## src/rtl/i2c_slave_byte_engine_macros.svh

```systemverilog
// Assertion macros shared by the I2C slave byte engine RTL.
// Depends on nothing; files that assert include it by name.
`ifndef I2C_SLAVE_BYTE_ENGINE_MACROS_SVH
`define I2C_SLAVE_BYTE_ENGINE_MACROS_SVH

// Implication checked on every rising clk edge outside reset
`define I2CSE_ASSERT(label, prop, msg) \
  label: assert property (@(posedge clk) disable iff (!rst_n) (prop)) else $error(msg);

// Same, but also checked while reset is held
`define I2CSE_ASSERT_ALWAYS(label, prop, msg) \
  label: assert property (@(posedge clk) (prop)) else $error(msg);

`endif

```

## src/rtl/i2cse_pkg.sv

```systemverilog
// Types and fixed codes for the I2C slave byte engine.
// Depends on nothing; used by i2c_slave_byte_engine.
package i2cse_pkg;

  // Event codes on in_op
  localparam logic [2:0] OP_START    = 3'd0;
  localparam logic [2:0] OP_SHIFT    = 3'd1;
  localparam logic [2:0] OP_HOST_WR  = 3'd2;
  localparam logic [2:0] OP_HOST_RD  = 3'd3;
  localparam logic [2:0] OP_ARM      = 3'd4;

  // Transfer mode register values
  localparam logic [1:0] MODE_WAIT   = 2'd0;
  localparam logic [1:0] MODE_WRITE  = 2'd1;
  localparam logic [1:0] MODE_READ   = 2'd2;

  // Configuration register indexes
  localparam logic [1:0] CFG_IDX_ADDR = 2'd0;
  localparam logic [1:0] CFG_IDX_MODE = 2'd1;

  // Edge counter presets
  localparam logic [3:0] PRESET_START = 4'd0;
  localparam logic [3:0] PRESET_ACK   = 4'd14;
  localparam logic [3:0] PRESET_BYTE  = 4'd1;
  localparam logic [3:0] PRESET_RACK  = 4'd15;

  // Phase codes reported on out_phase
  localparam logic [2:0] PHC_IDLE     = 3'd0;
  localparam logic [2:0] PHC_ADDR     = 3'd1;
  localparam logic [2:0] PHC_SEND     = 3'd2;
  localparam logic [2:0] PHC_SEND_ACK = 3'd3;
  localparam logic [2:0] PHC_SEND_FIN = 3'd4;
  localparam logic [2:0] PHC_RECV     = 3'd5;
  localparam logic [2:0] PHC_RECV_ACK = 3'd6;

  // Bus phase machine, one-hot
  typedef enum logic [6:0] {
    PH_IDLE     = 7'b0000001,
    PH_ADDR     = 7'b0000010,
    PH_SEND     = 7'b0000100,
    PH_SEND_ACK = 7'b0001000,
    PH_SEND_FIN = 7'b0010000,
    PH_RECV     = 7'b0100000,
    PH_RECV_ACK = 7'b1000000
  } phase_t;

  // One result beat
  typedef struct packed {
    logic [7:0] tx_byte;
    logic       sda_drive;
    logic [3:0] count_preset;
    logic       overflow_enable;
    logic       bus_released;
    logic       transfer_done;
    logic [7:0] read_data;
    logic [2:0] phase;
  } result_t;

  // Result beat waiting on the buffer read data
  typedef struct packed {
    result_t res;
    logic    tx_from_buf;
    logic    rd_from_buf;
  } stage_t;

  function automatic logic [2:0] phase_code(phase_t ph);
    logic [2:0] code;
    code = PHC_IDLE;
    unique case (ph)
      PH_IDLE:     code = PHC_IDLE;
      PH_ADDR:     code = PHC_ADDR;
      PH_SEND:     code = PHC_SEND;
      PH_SEND_ACK: code = PHC_SEND_ACK;
      PH_SEND_FIN: code = PHC_SEND_FIN;
      PH_RECV:     code = PHC_RECV;
      PH_RECV_ACK: code = PHC_RECV_ACK;
      default:     code = PHC_IDLE;
    endcase
    return code;
  endfunction

endpackage

```

## src/rtl/i2c_slave_byte_engine.sv

```systemverilog
// Top level of the I2C slave byte engine: phase machine, packet buffer, output stages.
// Depends on i2cse_pkg and i2c_slave_byte_engine_macros.svh.
//
// Takes one bus or host event per clock while in_stall is low and returns exactly
// one result beat per event: the event updates the phase machine and
// addresses the packet buffer in the accepting cycle, the buffer's registered
// read port delivers its byte into the event stage, and the output register
// then presents the beat. Because the event stage and the output register are
// separate, an event is still taken while a result waits on out_stall; in_stall
// rises only when both stages are full and the output is stalled. The buffer
// comes out of reset reading all zeros through per-entry valid bits, so there
// is no clearing pass. cfg_ready is always high.
module i2c_slave_byte_engine #(
  parameter int PACKET_BYTES = 5
) (
  input  logic       clk,
  input  logic       rst_n,
  // event channel
  input  logic       in_valid,
  output logic       in_stall,
  input  logic [2:0] in_op,
  input  logic [7:0] in_bus_byte,
  input  logic [3:0] in_host_index,
  input  logic [7:0] in_host_data,
  // result channel
  output logic       out_valid,
  input  logic       out_stall,
  output logic [7:0] out_tx_byte,
  output logic       out_sda_drive,
  output logic [3:0] out_count_preset,
  output logic       out_overflow_enable,
  output logic       out_bus_released,
  output logic       out_transfer_done,
  output logic [7:0] out_read_data,
  output logic [2:0] out_phase,
  // configuration write channel
  input  logic       cfg_valid,
  output logic       cfg_ready,
  input  logic [1:0] cfg_index,
  input  logic [7:0] cfg_data
);
  import i2cse_pkg::*;

`include "i2c_slave_byte_engine_macros.svh"

  localparam int AW = (PACKET_BYTES > 1) ? $clog2(PACKET_BYTES) : 1;
  localparam logic [4:0] CNT_FULL = 5'(PACKET_BYTES);
  localparam logic [4:0] CNT_MAX  = 5'd31;

  // Architectural state
  phase_t      phase_r, phase_nxt;
  logic [4:0]  cnt_r, cnt_nxt;
  logic        sda_r, sda_nxt;
  logic [7:0]  addr_r;
  logic [1:0]  mode_r;

  // Packet buffer
  logic [7:0]              buf_mem [PACKET_BYTES];
  logic [PACKET_BYTES-1:0] buf_vld_r;
  logic [7:0]              buf_q_r;
  logic                    buf_q_vld_r;
  logic                    buf_we, buf_re;
  logic [AW-1:0]           buf_addr;
  logic [7:0]              buf_wdata;

  // Pipeline stages
  stage_t  s1_r, s1_nxt;
  logic    s1_v_r;
  result_t o_r, o_nxt;
  logic    o_v_r;
  logic    in_acc, s1_adv;

  // Event decode scratch
  logic [4:0] cnt_inc, cnt_snd;
  logic       rel, tx_from_buf, rd_from_buf;
  logic [3:0] preset;
  logic       host_ok, full_cur, full_snd, full_nxt;
  logic [7:0] buf_byte;

  assign cfg_ready = 1'b1;

  // Stage handshakes
  assign s1_adv   = !o_v_r || !out_stall;
  assign in_stall = s1_v_r && !s1_adv;
  assign in_acc   = in_valid && !in_stall;

  assign cnt_inc  = (cnt_r == CNT_MAX) ? cnt_r : cnt_r + 5'd1;
  assign host_ok  = {1'b0, in_host_index} < CNT_FULL;
  assign full_cur = cnt_r >= CNT_FULL;
  assign full_snd = cnt_snd >= CNT_FULL;
  assign full_nxt = cnt_nxt >= CNT_FULL;

  // Decode one event
  always_comb begin
    phase_nxt   = phase_r;
    cnt_nxt     = cnt_r;
    sda_nxt     = sda_r;
    cnt_snd     = cnt_r;
    rel         = 1'b0;
    preset      = PRESET_START;
    tx_from_buf = 1'b0;
    rd_from_buf = 1'b0;
    buf_we      = 1'b0;
    buf_re      = 1'b0;
    buf_addr    = in_host_index[AW-1:0];
    buf_wdata   = in_host_data;
    unique case (in_op)
      OP_START: begin
        cnt_nxt   = 5'd0;
        phase_nxt = PH_ADDR;
        sda_nxt   = 1'b0;
      end
      OP_SHIFT: begin
        unique case (phase_r) inside
          PH_ADDR: begin
            if ({1'b0, in_bus_byte[7:1]} != addr_r) begin
              rel = 1'b1;
            end else begin
              phase_nxt = in_bus_byte[0] ? PH_SEND : PH_RECV;
              sda_nxt   = (in_bus_byte[0] && mode_r == MODE_READ) ||
                          (!in_bus_byte[0] && mode_r == MODE_WRITE);
              preset    = PRESET_ACK;
            end
          end
          PH_RECV: begin
            phase_nxt = PH_RECV_ACK;
            sda_nxt   = 1'b0;
            preset    = PRESET_BYTE;
          end
          PH_RECV_ACK: begin
            if (full_cur) begin
              rel = 1'b1;
            end else begin
              phase_nxt = PH_RECV;
              buf_we    = 1'b1;
              buf_addr  = cnt_r[AW-1:0];
              buf_wdata = in_bus_byte;
              cnt_nxt   = cnt_inc;
              sda_nxt   = 1'b1;
              preset    = PRESET_RACK;
            end
          end
          PH_SEND, PH_SEND_FIN: begin
            // in the send-finish phase count the byte just sent, ACK or NACK, then drop on NACK or a spent buffer
            cnt_snd = (phase_r == PH_SEND_FIN) ? cnt_inc : cnt_r;
            cnt_nxt = cnt_snd;
            if (phase_r == PH_SEND_FIN && in_bus_byte[1:0] != 2'd0) begin
              rel = 1'b1;
            end else begin
              if (phase_r == PH_SEND_FIN) begin
                sda_nxt = 1'b1;
              end
              if (full_snd) begin
                rel = 1'b1;
              end else begin
                phase_nxt   = PH_SEND_ACK;
                buf_re      = 1'b1;
                buf_addr    = cnt_snd[AW-1:0];
                tx_from_buf = 1'b1;
                preset      = PRESET_BYTE;
              end
            end
          end
          PH_SEND_ACK: begin
            phase_nxt = PH_SEND_FIN;
            sda_nxt   = 1'b0;
            preset    = PRESET_ACK;
          end
          default: begin
          end
        endcase
        if (rel) begin
          sda_nxt   = 1'b0;
          phase_nxt = PH_IDLE;
          preset    = PRESET_START;
        end
      end
      OP_HOST_WR: begin
        buf_we = host_ok;
      end
      OP_HOST_RD: begin
        buf_re      = host_ok;
        rd_from_buf = host_ok;
      end
      OP_ARM: begin
        cnt_nxt   = 5'd0;
        phase_nxt = PH_IDLE;
      end
      default: begin
      end
    endcase
  end

  // Build the event-stage beat
  always_comb begin
    s1_nxt.res.tx_byte         = 8'd0;
    s1_nxt.res.sda_drive       = sda_nxt;
    s1_nxt.res.count_preset    = preset;
    s1_nxt.res.overflow_enable = phase_nxt != PH_IDLE;
    s1_nxt.res.bus_released    = rel;
    s1_nxt.res.transfer_done   = full_nxt;
    s1_nxt.res.read_data       = 8'd0;
    s1_nxt.res.phase           = phase_code(phase_nxt);
    s1_nxt.tx_from_buf         = tx_from_buf;
    s1_nxt.rd_from_buf         = rd_from_buf;
  end

  // Advance phase machine and configuration
  always_ff @(posedge clk) begin
    if (!rst_n) begin
      phase_r <= PH_IDLE;
      cnt_r   <= CNT_FULL;
      sda_r   <= 1'b0;
      addr_r  <= 8'hff;
      mode_r  <= MODE_WAIT;
    end else begin
      if (in_acc) begin
        phase_r <= phase_nxt;
        cnt_r   <= cnt_nxt;
        sda_r   <= sda_nxt;
      end
      if (cfg_valid && cfg_ready) begin
        unique case (cfg_index)
          CFG_IDX_ADDR: addr_r <= cfg_data;
          CFG_IDX_MODE: mode_r <= cfg_data[1:0];
          default: begin
          end
        endcase
      end
    end
  end

  // Buffer array: one access per event, registered read
  always_ff @(posedge clk) begin
    if (in_acc && buf_we) begin
      buf_mem[buf_addr] <= buf_wdata;
    end
    if (in_acc && buf_re) begin
      buf_q_r <= buf_mem[buf_addr];
    end
  end

  // Track written entries; unwritten ones read as zero
  always_ff @(posedge clk) begin
    if (!rst_n) begin
      buf_vld_r   <= '0;
      buf_q_vld_r <= 1'b0;
    end else if (in_acc) begin
      if (buf_we) begin
        buf_vld_r[buf_addr] <= 1'b1;
      end
      if (buf_re) begin
        buf_q_vld_r <= buf_vld_r[buf_addr];
      end
    end
  end

  assign buf_byte = buf_q_vld_r ? buf_q_r : 8'd0;

  // Event stage valid and payload
  always_ff @(posedge clk) begin
    if (!rst_n) begin
      s1_v_r <= 1'b0;
    end else if (in_acc) begin
      s1_v_r <= 1'b1;
    end else if (s1_adv) begin
      s1_v_r <= 1'b0;
    end
  end

  always_ff @(posedge clk) begin
    if (in_acc) begin
      s1_r <= s1_nxt;
    end
  end

  // Output register: merge buffer byte, hold while stalled
  always_ff @(posedge clk) begin
    if (!rst_n) begin
      o_v_r <= 1'b0;
    end else if (s1_adv) begin
      o_v_r <= s1_v_r;
    end
  end

  always_comb begin
    o_nxt           = s1_r.res;
    o_nxt.tx_byte   = s1_r.tx_from_buf ? buf_byte : 8'd0;
    o_nxt.read_data = s1_r.rd_from_buf ? buf_byte : 8'd0;
  end

  always_ff @(posedge clk) begin
    if (s1_adv && s1_v_r) begin
      o_r <= o_nxt;
    end
  end

  assign out_valid           = o_v_r;
  assign out_tx_byte         = o_r.tx_byte;
  assign out_sda_drive       = o_r.sda_drive;
  assign out_count_preset    = o_r.count_preset;
  assign out_overflow_enable = o_r.overflow_enable;
  assign out_bus_released    = o_r.bus_released;
  assign out_transfer_done   = o_r.transfer_done;
  assign out_read_data       = o_r.read_data;
  assign out_phase           = o_r.phase;

  // Checks
  `I2CSE_ASSERT(a_cnt_bound, cnt_r <= CNT_FULL, "byte count beyond packet size")
  `I2CSE_ASSERT_ALWAYS(a_reset_empty, !rst_n |=> !s1_v_r && !o_v_r, "stage valid after reset")
  `I2CSE_ASSERT(a_acc_fills_s1, in_acc |=> s1_v_r, "accepted event missing from event stage")
  `I2CSE_ASSERT(a_rx_room, in_acc && buf_we && in_op == OP_SHIFT |-> !full_cur, "rx write on full")
  `I2CSE_ASSERT(a_release_idle,
                s1_v_r && s1_r.res.bus_released |->
                s1_r.res.phase == PHC_IDLE && !s1_r.res.sda_drive,
                "release left bus engaged")

endmodule

```

## config.mk

```make
export PLATFORM = sky130hd
export DESIGN_NAME = i2c_slave_byte_engine
export DESIGN_NICKNAME = d
export VERILOG_FILES = /design/src/rtl/i2cse_pkg.sv /design/src/rtl/i2c_slave_byte_engine.sv
export VERILOG_INCLUDE_DIRS = /design/src /design/src/rtl
export SDC_FILE = /design/constraint.sdc
export NUM_CORES = 1
export LEC_CHECK = 0
export ABC_AREA = 1
export ABC_CLOCK_PERIOD_IN_PS = 4150
export CAP_MARGIN = 25
export CORE_MARGIN = 1
export CORE_UTILIZATION = 40
export CTS_CLUSTER_DIAMETER = 100
export DETAILED_ROUTE_END_ITERATION = 10
export DONT_BUFFER_PORTS = 1
export PLACE_DENSITY_LB_ADDON = 0.12
export SLEW_MARGIN = 20
export SYNTH_ARGS = -nofsm -noshare
export SYNTH_HDL_FRONTEND = slang
export SYNTH_SLANG_ARGS = --single-unit
export TNS_END_PERCENT = 1
```

## constraint.sdc

```tcl
create_clock -name clk -period 4.15 [get_ports clk]
set_clock_uncertainty 0.05 [all_clocks]
set_input_delay 0.2075 -clock clk [delete_from_list [all_inputs] [get_ports clk]]
set_output_delay 0.2075 -clock clk [all_outputs]
set_load 0.02 [all_outputs]
```

==> run metrics <==
io pins=68; Nets=673; clock latency on the worst-skew pair=0.41 ns; hold_buf cts=16; Final setup viols=0; Crit Reg-Reg Endpoint=buf_mem[0][4]$_DFFE_PP_; Total Routing Usage GR=18.8%; Synth-to-Final Area Change=14.7%; CP cell instances=ha_1, nand2_1, nor2_1, nand3_1, nand3_2, nand2_1, nor2_2, nand2_2, nand2_4, nand2_4, nand2_4, nand3_4, nand2_2, nand2_2, nor2_4, nand3_1, inv_1; CP max stage delay=0.54 ns; share of cells above drive strength 1=13.8%; Initial Util=41.6%; worst hold path class=in -> reg; Cell variety after synth=44; detailed placer's ending HPWL=9400 µm; Die Area=14,500 µm²; fillers=1,322; Slowest-stage cell, CP=dfxtp_1; Die Wd=120 µm; Post-DRT Antenna Nets=0; die height=120 µm; YS warnings=0; gpl congestion=0.876; CP startpoint=cnt_r[0]$_SDFFE_PN1P_; FP Rows=42; routed length per instance=15.4 µm; CP required=4.18 ns; status=finished, final reports clean; DR vias/cell=5.13; total wire length=12,700 µm; first-pass GRT wire length=20,400 µm; Mapped Nets=654; Relative slew margins=45.7%; sequential fraction of the synthesis area=56.2%; multi-input logic area=2050 µm²; Cell Count, Final, Fillers Out=822; Syn Area/Cell=9.11 µm²; final hold slack=0.0569 ns; Peak VDD IR=0.264 mV; Buf+Inv Stages, Crit Path=1; Min Clock Period, post-route=3.11 ns; core area=13,500 µm²; vias post-DR=4,219; reg2reg path depth=17; Post-Syn Area=5600 µm²; Max Slew Vio Count=0; RSZ-0062 raised after global routing=false; TritonCTS clock tree=done; Cells after Synth=614; Antenna Cells=0; Crit Path Category=reg -> reg; starting DRC count in detailed routing=267; vias in the first global route=4,125; hold path depth=5; Hold EP=mode_r[1]$_SDFFE_PN0P_; post_cts resized=0; DRC Markers=0; Worst EP arrival=3.14 ns; Commonest cells post-synth=nand2_1, edfxtp_1, inv_1; endpoint class of the critical path=flip-flop; fmax=321 MHz; register bit total from synthesis=115; Synth area leader=edfxtp_1; clock sinks=115; buffer count from post-CTS setup fixing=0; CTS root buffer=clkbuf_16; EDFF count, synth=84; CP delay by family, top=simple AND/OR/NAND/NOR gates; slew at the pin with the worst max-slew slack=0.807 ns; Synth area leaders=edfxtp_1, dfxtp_1, nand2_1; Worst Min Path Start=cfg_index[0]; R2R setup slack=1.04 ns; top_reg_cell synth=edfxtp_1; dpl cells=774; initial antenna violation count=0; Crit Reg-Reg Startpoint=cnt_r[0]$_SDFFE_PN1P_; most common cell in the netlist=nand2_1; setup TNS=0 ns; CTS H-tree depth=4; PD cells=443 nW/µm²; DRT Pass-1 Iters=5; CTS Buf Count=17; Final Hold Vio Count=0; final worst path period share=75.0%; share of the synthesized area in the top cell type=45.1%; maxcap violations=0; largest net degree at the start of global routing=26; FF+latch area=3140 µm²; worst-path maximum fanout=12; grt ovf=0; Post-synth ARST share=0%; Pleak=2.56 nW; CTS clk-pin slew, worst paths=0.06 ns; clk buf depth=2; IO Port Bufs=0; crit start category=flip-flop
flip-flops by register name (all words and copies together), names as in the netlist, 2 cells and up:
register,flops
o_nxt,9
out_tx_byte,8
buf_mem,40
out_read_data,8
mode_r,2
out_count_preset,2
addr_r,8
s1_r,2
out_phase,3
buf_q_r,8
cnt_r,5
phase_r,7
buf_vld_r,5
placed cells by master (no fill, tap or decap), drive strengths merged:
cell / instances
a211oi: 2
a21boi: 1
a21oi: 27
a31oi: 2
and2: 1
buf: 2
bufinv: 1
clkbuf: 20
clkinv: 10
clkinvlp: 1
conb: 1
dfxtp: 31
dlygate4sd3: 16
edfxtp: 84
ha: 2
inv: 80
nand2: 138
nand3: 42
nand3b: 3
nand4: 9
nor2: 73
nor3: 22
nor4: 1
o211ai: 11
o21ai: 55
o221ai: 1
o22ai: 3
o31ai: 1
or2: 2
xnor2: 3
xor2: 1
metal layers:
metal	vias to the layer above	part of all wire (%)	GRT usage [%]
li1	2112	-	-
met1	1907	46	24.0
met2	179	44	28.6
met3	21	8.3	6.84
met4	0	1.6	8.41
met5	-	0	0
per-stage QoR:
| step | area (µm²) | utilization, % | power [W] | worst slack, ns |
|---|---|---|---|---|
| floorplan | 5600 | - | 0.00151 | 1.65 |
| global placement | 5720 | 42.5 | 0.00155 | 1.16 |
| detailed placement | 5730 | 42.6 | 0.00155 | 1.08 |
| CTS | 6420 | 47.7 | 0.00287 | 1.07 |
| global route | 6420 | 47.7 | 0.00295 | 0.685 |
| finish | 6420 | 47.7 | 0.00285 | 1.04 |
worst min-delay path, cell delays in order:
cell     delay [ns]
nand2_1        0.04
nor2_1         0.05
inv_1          0.06
nor2_1         0.04
nor2_1         0.08
where the power goes:
group	internal [W]	leakage (nW)	switching, W
combinational	0.0000757	1.27	0.000156
sequential	0.00127	1.03	0.0000407
clock	0.000809	0.260	0.000490
kinds of logic (layout without fill, tap and decap cells):
| logic type | after synthesis | in the layout | share of synthesized area (%) |
|---|---|---|---|
| AO/OA/AOI/OAI | 103 | 103 | 10.4 |
| XOR/XNOR | 4 | 4 | 0.626 |
| adder cells (fa/ha/maj) | 2 | 2 | 0.447 |
| buffers and inverters | 98 | 130 | 7.45 |
| flip-flops | 115 | 115 | 56.2 |
| other | 1 | 1 | 0.0670 |
| AND/OR/NAND/NOR | 291 | 291 | 24.9 |
area by class of cell:
| class | count | share of cell area, % |
|---|---|---|
| well taps | 176 | 3.43 |
| flip-flops and latches | 115 | 49.0 |
| clock inverters | 12 | 1.42 |
| clock buffers | 20 | 6.81 |
| inverters | 80 | 4.72 |
| repair buffers | 18 | 2.73 |
| multi-input cells | 401 | 31.9 |
worst max path at each step:
stage	end	slack, ns	depth (start not counted)
floorplan	buf_mem[4][0]$_DFFE_PP_	1.65	18
global placement	buf_mem[0][4]$_DFFE_PP_	1.16	17
detailed placement	buf_mem[0][4]$_DFFE_PP_	1.08	17
CTS	buf_mem[0][5]$_DFFE_PP_	1.07	17
global route	buf_mem[0][7]$_DFFE_PP_	0.68	17
finish	buf_mem[0][4]$_DFFE_PP_	1.04	17
Power figures use the tool's default switching activity.
